`src/srarq_pkg.sv`:
```
`timescale 1ns / 1ps
// Shared types and constants for the selective-repeat ARQ sender core.
// No dependencies; imported by the top-level sender core.
package srarq_pkg;

    // window size default
    localparam int WINDOW_DEPTH_DEF = 8;

    // field widths fixed by the frame format
    localparam int TYPE_W    = 8;
    localparam int ADDR_W    = 8;
    localparam int SEQ_W     = 6;
    localparam int DATA_W    = 32;
    localparam int KIND_W    = 2;
    localparam int EVENT_W   = 2;
    localparam int CFG_IDX_W = 2;
    localparam int CFG_W     = 8;

    // request kinds
    localparam logic [KIND_W-1:0] KIND_SUBMIT = 2'd0;
    localparam logic [KIND_W-1:0] KIND_EOD    = 2'd1;
    localparam logic [KIND_W-1:0] KIND_RX     = 2'd2;

    // result events
    localparam logic [EVENT_W-1:0] EV_TX     = 2'd0;
    localparam logic [EVENT_W-1:0] EV_DONE   = 2'd1;
    localparam logic [EVENT_W-1:0] EV_REJECT = 2'd2;

    // register indexes
    localparam logic [CFG_IDX_W-1:0] CFG_TIMEOUT_LIMIT = 2'd0;
    localparam logic [CFG_IDX_W-1:0] CFG_ACK_TYPE      = 2'd1;

    // register reset values
    localparam logic [CFG_W-1:0] TIMEOUT_LIMIT_RST = 8'd8;
    localparam logic [CFG_W-1:0] ACK_TYPE_RST      = 8'd2;

    // frame type used for padding the window
    localparam logic [TYPE_W-1:0] PAD_TYPE = 8'h01;

    // one window slot as held in the frame store
    typedef struct packed {
        logic [TYPE_W-1:0] ftype;
        logic [ADDR_W-1:0] dest;
        logic [ADDR_W-1:0] src;
        logic [DATA_W-1:0] data;
    } frame_entry_t;

    localparam int ENTRY_W = $bits(frame_entry_t);

endpackage

```
`src/srarq_ram.sv`:
```
`timescale 1ns / 1ps
// Generic single-write, single-read RAM with registered read data.
// No dependencies.
module srarq_ram #(
    parameter int WIDTH = 8,
    parameter int DEPTH = 8,
    localparam int AW = (DEPTH > 1) ? $clog2(DEPTH) : 1
) (
    input  logic             clk,
    input  logic             wr_en,
    input  logic [AW-1:0]    wr_addr,
    input  logic [WIDTH-1:0] wr_data,
    input  logic [AW-1:0]    rd_addr,
    output logic [WIDTH-1:0] rd_data
);

    logic [WIDTH-1:0] mem [DEPTH];

    // write port and registered read port
    always_ff @(posedge clk)
    begin
        if (wr_en)
        begin
            mem[wr_addr] <= wr_data;
        end
        rd_data <= mem[rd_addr];
    end

endmodule

```
`src/selective_repeat_arq_sender_core.sv`:
```
`timescale 1ns / 1ps
// Top level of the selective-repeat ARQ sender: sequencer, ack tracking, output register.
// Depends on srarq_pkg and srarq_ram.
//
// Requests are taken one at a time; in_stall stays high while a window is padded, sent or
// resent, or while a single event result waits to be loaded. A submitted frame that does not
// fill the window, or a reception that causes no result, leaves in_stall low. Sending a
// window walks the frame store through its single read port: on end of data the pad slots
// are written first, then each frame sent is read and then loaded into the one-entry output
// register, which out_stall can hold; on a resend acknowledged slots are passed over. Frame
// store contents need no clearing: every slot is written before it is sent.
module selective_repeat_arq_sender_core
    import srarq_pkg::*;
#(
    parameter int WINDOW_DEPTH = WINDOW_DEPTH_DEF
) (
    input  logic                 clk,
    input  logic                 rst_n,
    // request channel
    input  logic                 in_valid,
    output logic                 in_stall,
    input  logic [KIND_W-1:0]    kind,
    input  logic [TYPE_W-1:0]    frame_type,
    input  logic [SEQ_W-1:0]     seq_number,
    input  logic [ADDR_W-1:0]    dest_addr,
    input  logic [ADDR_W-1:0]    src_addr,
    input  logic [DATA_W-1:0]    payload,
    input  logic                 crc_good,
    // result channel
    output logic                 out_valid,
    input  logic                 out_stall,
    output logic [EVENT_W-1:0]   event_res,
    output logic [TYPE_W-1:0]    out_type,
    output logic [SEQ_W-1:0]     out_seq,
    output logic [ADDR_W-1:0]    out_dest,
    output logic [ADDR_W-1:0]    out_src,
    output logic [DATA_W-1:0]    out_payload,
    output logic                 last,
    // configuration channel
    input  logic                 cfg_valid,
    output logic                 cfg_ready,
    input  logic [CFG_IDX_W-1:0] cfg_index,
    input  logic [CFG_W-1:0]     cfg_data
);

    localparam int IDX_W = (WINDOW_DEPTH > 1) ? $clog2(WINDOW_DEPTH) : 1;
    localparam int CNT_W = $clog2(WINDOW_DEPTH + 1);
    localparam logic [IDX_W-1:0] IDX_LAST = IDX_W'(WINDOW_DEPTH - 1);
    localparam logic [CNT_W-1:0] CNT_FULL = CNT_W'(WINDOW_DEPTH);
    localparam logic [SEQ_W:0]   SEQ_LIMIT = (SEQ_W + 1)'(WINDOW_DEPTH);

    // sequencer states
    localparam logic [2:0] ST_IDLE   = 3'd0;
    localparam logic [2:0] ST_PAD    = 3'd1;
    localparam logic [2:0] ST_SCAN   = 3'd2;
    localparam logic [2:0] ST_EMIT   = 3'd3;
    localparam logic [2:0] ST_SINGLE = 3'd4;

    logic [2:0]              state_reg, state_next;
    logic [IDX_W-1:0]        idx_reg, idx_next;
    logic [IDX_W-1:0]        fill_reg, fill_next;
    logic                    awaiting_reg, awaiting_next;
    logic [WINDOW_DEPTH-1:0] bitmap_reg, bitmap_next;
    logic [CNT_W-1:0]        ack_count_reg, ack_count_next;
    logic [CFG_W-1:0]        timeout_reg, timeout_next;
    logic                    unacked_only_reg, unacked_only_next;
    logic [EVENT_W-1:0]      single_ev_reg, single_ev_next;
    logic [ADDR_W-1:0]       pad_dest_reg, pad_dest_next;
    logic [ADDR_W-1:0]       pad_src_reg, pad_src_next;
    logic [CFG_W-1:0]        timeout_limit_reg;
    logic [CFG_W-1:0]        ack_type_reg;

    // output register
    logic                    out_valid_reg, out_valid_next;
    logic [EVENT_W-1:0]      out_event_reg, out_event_next;
    frame_entry_t            out_frame_reg, out_frame_next;
    logic [SEQ_W-1:0]        out_seq_reg, out_seq_next;
    logic                    out_last_reg, out_last_next;

    // frame store ports
    logic                    ram_we;
    logic [IDX_W-1:0]        ram_waddr;
    frame_entry_t            ram_wentry;
    logic [ENTRY_W-1:0]      ram_rdata;
    frame_entry_t            ram_rentry;

    logic                    in_accept;
    logic                    out_free;
    logic [WINDOW_DEPTH-1:0] seq_onehot;
    logic                    ack_is_new;
    logic [CNT_W-1:0]        ack_count_step;
    logic [CFG_W-1:0]        timeout_step;
    logic [WINDOW_DEPTH-1:0] send_mask;
    logic [WINDOW_DEPTH:0]   send_tail;
    logic                    more_to_send;
    logic                    slot_skip;

    assign in_stall   = (state_reg != ST_IDLE);
    assign in_accept  = in_valid && !in_stall;
    assign out_free   = !out_valid_reg || !out_stall;
    assign cfg_ready  = 1'b1;
    assign ram_rentry = frame_entry_t'(ram_rdata);

    // configuration registers
    always_ff @(posedge clk or negedge rst_n)
    begin
        if (!rst_n)
        begin
            timeout_limit_reg <= TIMEOUT_LIMIT_RST;
            ack_type_reg      <= ACK_TYPE_RST;
        end
        else if (cfg_valid && cfg_ready)
        begin
            if (cfg_index == CFG_TIMEOUT_LIMIT)
            begin
                timeout_limit_reg <= cfg_data;
            end
            else if (cfg_index == CFG_ACK_TYPE)
            begin
                ack_type_reg <= cfg_data;
            end
        end
    end

    // frame store
    srarq_ram #(
        .WIDTH (ENTRY_W),
        .DEPTH (WINDOW_DEPTH)
    ) u_store (
        .clk     (clk),
        .wr_en   (ram_we),
        .wr_addr (ram_waddr),
        .wr_data (ram_wentry),
        .rd_addr (idx_reg),
        .rd_data (ram_rdata)
    );

    // ack decode and timeout step
    assign seq_onehot     = WINDOW_DEPTH'(1) << seq_number;
    assign ack_is_new     = !(|(bitmap_reg & seq_onehot));
    assign ack_count_step = ack_count_reg + CNT_W'(ack_is_new);
    assign timeout_step   = timeout_reg + CFG_W'(1);

    // which slots are still to go out after the current one
    assign send_mask    = unacked_only_reg ? ~bitmap_reg : {WINDOW_DEPTH{1'b1}};
    assign send_tail    = {1'b0, send_mask} >> idx_reg;
    assign more_to_send = |(send_tail >> 1);
    assign slot_skip    = unacked_only_reg && bitmap_reg[idx_reg];

    // sequencer
    always_comb
    begin
        state_next        = state_reg;
        idx_next          = idx_reg;
        fill_next         = fill_reg;
        awaiting_next     = awaiting_reg;
        bitmap_next       = bitmap_reg;
        ack_count_next    = ack_count_reg;
        timeout_next      = timeout_reg;
        unacked_only_next = unacked_only_reg;
        single_ev_next    = single_ev_reg;
        pad_dest_next     = pad_dest_reg;
        pad_src_next      = pad_src_reg;
        out_valid_next    = out_valid_reg && out_stall;
        out_event_next    = out_event_reg;
        out_frame_next    = out_frame_reg;
        out_seq_next      = out_seq_reg;
        out_last_next     = out_last_reg;
        ram_we            = 1'b0;
        ram_waddr         = fill_reg;
        ram_wentry        = '{ftype: frame_type, dest: dest_addr, src: src_addr, data: payload};

        unique case (state_reg)
            ST_IDLE:
            begin
                if (in_accept)
                begin
                    if (!awaiting_reg)
                    begin
                        if (kind == KIND_SUBMIT)
                        begin
                            ram_we        = 1'b1;
                            pad_dest_next = dest_addr;
                            pad_src_next  = src_addr;
                            if (fill_reg == IDX_LAST)
                            begin
                                // window full: start sending it
                                fill_next         = '0;
                                awaiting_next     = 1'b1;
                                bitmap_next       = '0;
                                ack_count_next    = '0;
                                timeout_next      = '0;
                                unacked_only_next = 1'b0;
                                idx_next          = '0;
                                state_next        = ST_SCAN;
                            end
                            else
                            begin
                                fill_next = fill_reg + IDX_W'(1);
                            end
                        end
                        else if (kind == KIND_EOD && fill_reg != '0)
                        begin
                            idx_next   = fill_reg;
                            fill_next  = '0;
                            state_next = ST_PAD;
                        end
                        else
                        begin
                            single_ev_next = EV_REJECT;
                            state_next     = ST_SINGLE;
                        end
                    end
                    else if (kind != KIND_RX)
                    begin
                        single_ev_next = EV_REJECT;
                        state_next     = ST_SINGLE;
                    end
                    else if (crc_good && (frame_type != ack_type_reg
                                          || {1'b0, seq_number} >= SEQ_LIMIT))
                    begin
                        // good frame that is no ack for this window: ignored
                        state_next = ST_IDLE;
                    end
                    else if (crc_good && ack_count_step == CNT_FULL)
                    begin
                        // last missing ack: window complete
                        awaiting_next  = 1'b0;
                        bitmap_next    = '0;
                        ack_count_next = '0;
                        timeout_next   = '0;
                        fill_next      = '0;
                        single_ev_next = EV_DONE;
                        state_next     = ST_SINGLE;
                    end
                    else
                    begin
                        if (crc_good)
                        begin
                            bitmap_next    = bitmap_reg | seq_onehot;
                            ack_count_next = ack_count_step;
                        end
                        // every other reception, including a new ack, steps the timeout
                        if (timeout_step >= timeout_limit_reg)
                        begin
                            timeout_next      = '0;
                            unacked_only_next = 1'b1;
                            idx_next          = '0;
                            state_next        = ST_SCAN;
                        end
                        else
                        begin
                            timeout_next = timeout_step;
                        end
                    end
                end
            end

            ST_PAD:
            begin
                // fill free slots with empty frames
                ram_we     = 1'b1;
                ram_waddr  = idx_reg;
                ram_wentry = '{ftype: PAD_TYPE, dest: pad_dest_reg, src: pad_src_reg,
                               data: '0};
                if (idx_reg == IDX_LAST)
                begin
                    awaiting_next     = 1'b1;
                    bitmap_next       = '0;
                    ack_count_next    = '0;
                    timeout_next      = '0;
                    unacked_only_next = 1'b0;
                    idx_next          = '0;
                    state_next        = ST_SCAN;
                end
                else
                begin
                    idx_next = idx_reg + IDX_W'(1);
                end
            end

            ST_SCAN:
            begin
                // read slot, or pass over an acknowledged one
                if (!slot_skip)
                begin
                    state_next = ST_EMIT;
                end
                else if (idx_reg == IDX_LAST)
                begin
                    state_next = ST_IDLE;
                end
                else
                begin
                    idx_next = idx_reg + IDX_W'(1);
                end
            end

            ST_EMIT:
            begin
                if (out_free)
                begin
                    out_valid_next = 1'b1;
                    out_event_next = EV_TX;
                    out_frame_next = ram_rentry;
                    out_seq_next   = SEQ_W'(idx_reg);
                    out_last_next  = !more_to_send;
                    if (!more_to_send || idx_reg == IDX_LAST)
                    begin
                        state_next = ST_IDLE;
                    end
                    else
                    begin
                        idx_next   = idx_reg + IDX_W'(1);
                        state_next = ST_SCAN;
                    end
                end
            end

            ST_SINGLE:
            begin
                if (out_free)
                begin
                    out_valid_next = 1'b1;
                    out_event_next = single_ev_reg;
                    out_frame_next = '0;
                    out_seq_next   = '0;
                    out_last_next  = 1'b1;
                    state_next     = ST_IDLE;
                end
            end

            default:
            begin
                state_next = ST_IDLE;
            end
        endcase
    end

    // control state
    always_ff @(posedge clk or negedge rst_n)
    begin
        if (!rst_n)
        begin
            state_reg        <= ST_IDLE;
            idx_reg          <= '0;
            fill_reg         <= '0;
            awaiting_reg     <= 1'b0;
            bitmap_reg       <= '0;
            ack_count_reg    <= '0;
            timeout_reg      <= '0;
            unacked_only_reg <= 1'b0;
            single_ev_reg    <= EV_REJECT;
            pad_dest_reg     <= '0;
            pad_src_reg      <= '0;
            out_valid_reg    <= 1'b0;
        end
        else
        begin
            state_reg        <= state_next;
            idx_reg          <= idx_next;
            fill_reg         <= fill_next;
            awaiting_reg     <= awaiting_next;
            bitmap_reg       <= bitmap_next;
            ack_count_reg    <= ack_count_next;
            timeout_reg      <= timeout_next;
            unacked_only_reg <= unacked_only_next;
            single_ev_reg    <= single_ev_next;
            pad_dest_reg     <= pad_dest_next;
            pad_src_reg      <= pad_src_next;
            out_valid_reg    <= out_valid_next;
        end
    end

    // output payload
    always_ff @(posedge clk)
    begin
        out_event_reg <= out_event_next;
        out_frame_reg <= out_frame_next;
        out_seq_reg   <= out_seq_next;
        out_last_reg  <= out_last_next;
    end

    assign out_valid   = out_valid_reg;
    assign event_res   = out_event_reg;
    assign out_type    = out_frame_reg.ftype;
    assign out_seq     = out_seq_reg;
    assign out_dest    = out_frame_reg.dest;
    assign out_src     = out_frame_reg.src;
    assign out_payload = out_frame_reg.data;
    assign last        = out_last_reg;

    // ack count tracks the distinct acks in the bitmap
    assert property (@(posedge clk) disable iff (!rst_n)
        ack_count_reg == CNT_W'($countones(bitmap_reg)))
        else $error("ack count out of step with bitmap");

    // no acks are held while the window is still filling
    assert property (@(posedge clk) disable iff (!rst_n)
        !awaiting_reg |-> bitmap_reg == '0)
        else $error("ack bitmap not clear while filling");

    // a partly filled window never coexists with waiting for acks
    assert property (@(posedge clk) disable iff (!rst_n)
        fill_reg != '0 |-> !awaiting_reg)
        else $error("fill index set while awaiting acks");

    // window walk only happens once the window is out
    assert property (@(posedge clk) disable iff (!rst_n)
        (state_reg == ST_SCAN || state_reg == ST_EMIT) |-> awaiting_reg)
        else $error("window walk while filling");

endmodule
```
`config.mk`:
```
export PLATFORM = sky130hd
export DESIGN_NAME = selective_repeat_arq_sender_core
export DESIGN_NICKNAME = d
export VERILOG_FILES = /design/src/srarq_pkg.sv /design/src/srarq_ram.sv /design/src/selective_repeat_arq_sender_core.sv
export SDC_FILE = /design/constraint.sdc
export NUM_CORES = 1
export LEC_CHECK = 0
export ABC_CLOCK_PERIOD_IN_PS = 5100
export BUFFER_PORTS_ARGS = -buffer_cell sky130_fd_sc_hd__buf_2
export CAP_MARGIN = 20
export CORE_MARGIN = 5
export CORE_UTILIZATION = 50
export CTS_CLUSTER_SIZE = 12
export DETAILED_ROUTE_END_ITERATION = 8
export GPL_TIMING_DRIVEN = 0
export PLACE_DENSITY = 0.68
export SLEW_MARGIN = 0
export SYNTH_ARGS = -nofsm -noshare
export SYNTH_HDL_FRONTEND = slang
export SYNTH_SLANG_ARGS = --single-unit
```
`constraint.sdc`:
```
create_clock -name clk -period 5.1 [get_ports clk]
set_input_delay 1.275 -clock clk [delete_from_list [all_inputs] [get_ports clk]]
set_output_delay 1.275 -clock clk [all_outputs]
set_load 0.02 [all_outputs]
```
==> flow_summary_export.csv <==
group,metric,value,unit
floorplan,boundaryPins,148,
clock_tree,cts-root-buf,"clkbuf_16",
synthesis,ys.flop_type,"edfxtp_1",
grt,grt.total_usage,20.5,%
setup_path,cp-start-kind,"input pin",
power_and_ir_drop,vdd_drop_max,0.247,mV
setup_path,crit_slowest_cell,"nor2_4",
timing,maxSlewHeadroom,38.6,%
clock_tree,clk_pin_slew,0.06,ns
place,hpwl,35500,um
power_and_ir_drop,p_int,0.0109,W
timing,period_needed,4.05,ns
clock_tree,cts_tree,"done",
finish,n_fill_cell,3614,
power_and_ir_drop,comb_power_share,26.9,%
finish,largest_reg_flops,448,
power_and_ir_drop,p_switching,0.00477,W
outcome,outcome,"finished, final reports clean",
route,drc_errors,0,
clock_tree,cts.sinks,632,
place,io_buffers,142,
timing,fin_worst_skew,0.0184,ns
synthesis,synth-seq-cells,632,
grt,globalRouteOverflowTotal,0,
route,postRouteAntennaNets,0,
clock_tree,clkLatencyLatePin,0.60,ns
synthesis,synth_area_leader_cell,"edfxtp_1",
timing,max_freq,0.247,GHz
synthesis,syn_area_per_cell,16.6,um2
setup_path,worstPathArrival,4.34,ns
setup_path,crit_buf_inv,4,
power_and_ir_drop,p_leak,10.2,nW
timing,drv_slew,0,
route,wirelength,54200,um
setup_path,critical_path_class,"input pin to flop",
floorplan,core_area,0.0487,mm2
clock_tree,cts_buffers,67,
finish,finalNonFillerCells,2417,
synthesis,synthCells,1475,
power_and_ir_drop,clockPowerShare,28.4,%
grt,grt_pass1_wl,83300,um
finish,syn_to_final_growth,16.2,%
setup_path,path_delay_family,"simple AND/OR/NAND/NOR gates",
power_and_ir_drop,p_per_area,549,mW/mm2
finish,nets,1803,
clock_tree,ctsResizeCount,0,
setup_path,cpPeakStageDelay,0.77,ns
route,routedWlPerCell,22.4,um
grt,grt_max_degree,67,
setup_path,critical_path.max_fanout,20,
clock_tree,cts_setup_buffers,0,
flow_run,drv_cap,0,
grt,grt_pass1_vias,13700,
route,drt_iter0_markers,1055,
finish,diodes,0,
synthesis,yosysWarningCount,0,
synthesis,ys_seq_area_share,73.7,%
floorplan,fp.dieH,232,um
synthesis,synth_top_area_share,62.4,%
synthesis,yosys-top-cells-area,"edfxtp_1, mux4_2, dfrtp_1, dfxtp_1, nand2_1",
clock_tree,htreeDepth,3,
place,globalplace.congestion,0.826,
power_and_ir_drop,p_seq_share,44.7,%
min_path,min_path_type,"flop to flop",
timing,fin_crit_sh,79.5,%
clock_tree,clock_path_buffers,3,
power_and_ir_drop,p_total,0.0157,W
synthesis,synth.most_common_cell,"edfxtp_1",
finish,regMostFlops,"u_store.mem",
clock_tree,ctsHoldBuffers,0,
route,vias,13400,
timing,setup_viol,0,
power_and_ir_drop,p_sw_share,30.4,%
route,detail_route.vias_per_cell,5.53,
route,first_pass_iters,5,
floorplan,row_count,81,
setup_path,required,5.38,ns
synthesis,synth-edff-count,510,
floorplan,die_w,232,um
synthesis,syn_area,0.0246,mm2
grt,grt_antenna_before_repair,1,
finish,drive_gt1_share,23.7,%
floorplan,die_area,0.0536,mm2
place,post-place-cells,2302,
timing,worstMarginPinSlew,0.913,ns
timing,rsz0062_at_grt,"false",
timing,hold_viol_final,0,
floorplan,initial_core_util,50.4,%
setup_path,crit_chain,"buf_2, nor3_1, and3_1, clkbuf_1, a22oi_1, nor2_4, buf_12, buf_16",
synthesis,synth_cell_types,66,
synthesis,async_flop_share,10.4,%
setup_path,worst_setup_path_end_kind,"flop",
synthesis,synth_common_cells,"edfxtp_1, nand2_1, mux4_2, dfrtp_1, and2_1",
area by class of cell:
| type | count | area [um2] | share of cell area (%) |
|---|---|---|---|
| clock inverter | 16 | 116 | 0.408 |
| inverter | 18 | 67.6 | 0.237 |
| multi-input combinational | 755 | 6160 | 21.6 |
| clock buffer | 99 | 1850 | 6.47 |
| buffer | 72 | 308 | 1.08 |
| tap | 664 | 831 | 2.91 |
| timing repair buffer | 161 | 1110 | 3.88 |
| sequential | 632 | 18100 | 63.4 |
metrics by stage:
stage                     hold WS, ns  setup WS (ns)  setup TNS [ns]  area (um2)  utilization, %
after floorplan                 0.446         0.0880               0       24600               -
after global placement          0.457          -3.18        -1477.99       26100            53.5
after detailed placement        0.467          0.450               0       26600            54.5
after CTS                       0.482           1.06               0       28500            58.5
after global routing            0.508          0.899               0       28500            58.5
final                           0.478           1.05               0       28500            58.5
cell families after synthesis:
family / count (synthesis) / share of synthesized area [%]
AO/OA/AOI/OAI: 88 / 2.58
XOR/XNOR: 16 / 0.571
adder cells (fa/ha/maj): 16 / 0.815
buffers and inverters: 90 / 1.53
flip-flops: 632 / 73.7
multiplexers: 132 / 11.3
other: 2 / 0.0306
AND/OR/NAND/NOR: 499 / 9.53
path summary, 6_finish.rpt:
check                               start                 end  slack (ns)  cells after the start
max in group asynchronous           rst_n     pad_dest_reg[5]        3.67                      1
hold / removal             pad_src_reg[1]      pad_src_reg[1]        0.48                      2
hold reg to reg            pad_src_reg[1]      pad_src_reg[1]        0.48                      2
min in group asynchronous           rst_n     ack_type_reg[7]        0.78                      1
setup reg to reg               idx_reg[1]   u_store.mem[3][8]        1.21                      6
setup / recovery                  kind[0]  u_store.mem[7][28]        1.05                      8
worst min-delay path: stages (launching register included):
cell and delay, ns:
dfrtp_1 0.34, nand2_1 0.05, nand2_1 0.06
power groups by stage:
stage	logic [W]	registers, W	clock network, W
after floorplan	0.00267	0.00728	0
after detailed placement	0.00428	0.00710	0
after CTS	0.00430	0.00700	0.00454
final	0.00422	0.00700	0.00445
after global routing	0.00464	0.00706	0.00475
after global placement	0.00405	0.00715	0
metal layers:
metal | wire [um] | global-route usage, %
met5 | 13 | 0
met4 | 1440 | 6.65
met3 | 3570 | 3.60
met2 | 26400 | 33.0
met1 | 22800 | 29.1
cell usage in the layout, fill, tap and decap left out, types with 16 or more instances in the layout:
cell type and instances:
dfrtp_1 63, dfxtp_1 56, and2_1 61, nor3_1 17, ha_1 16, nor2b_1 42, nor2_1 26, clkbuf_16 67
buf_2 159, clkbuf_1 70, edfxtp_1 510, nand2_1 296, mux4_2 114
Power figures use the tool's default switching activity.
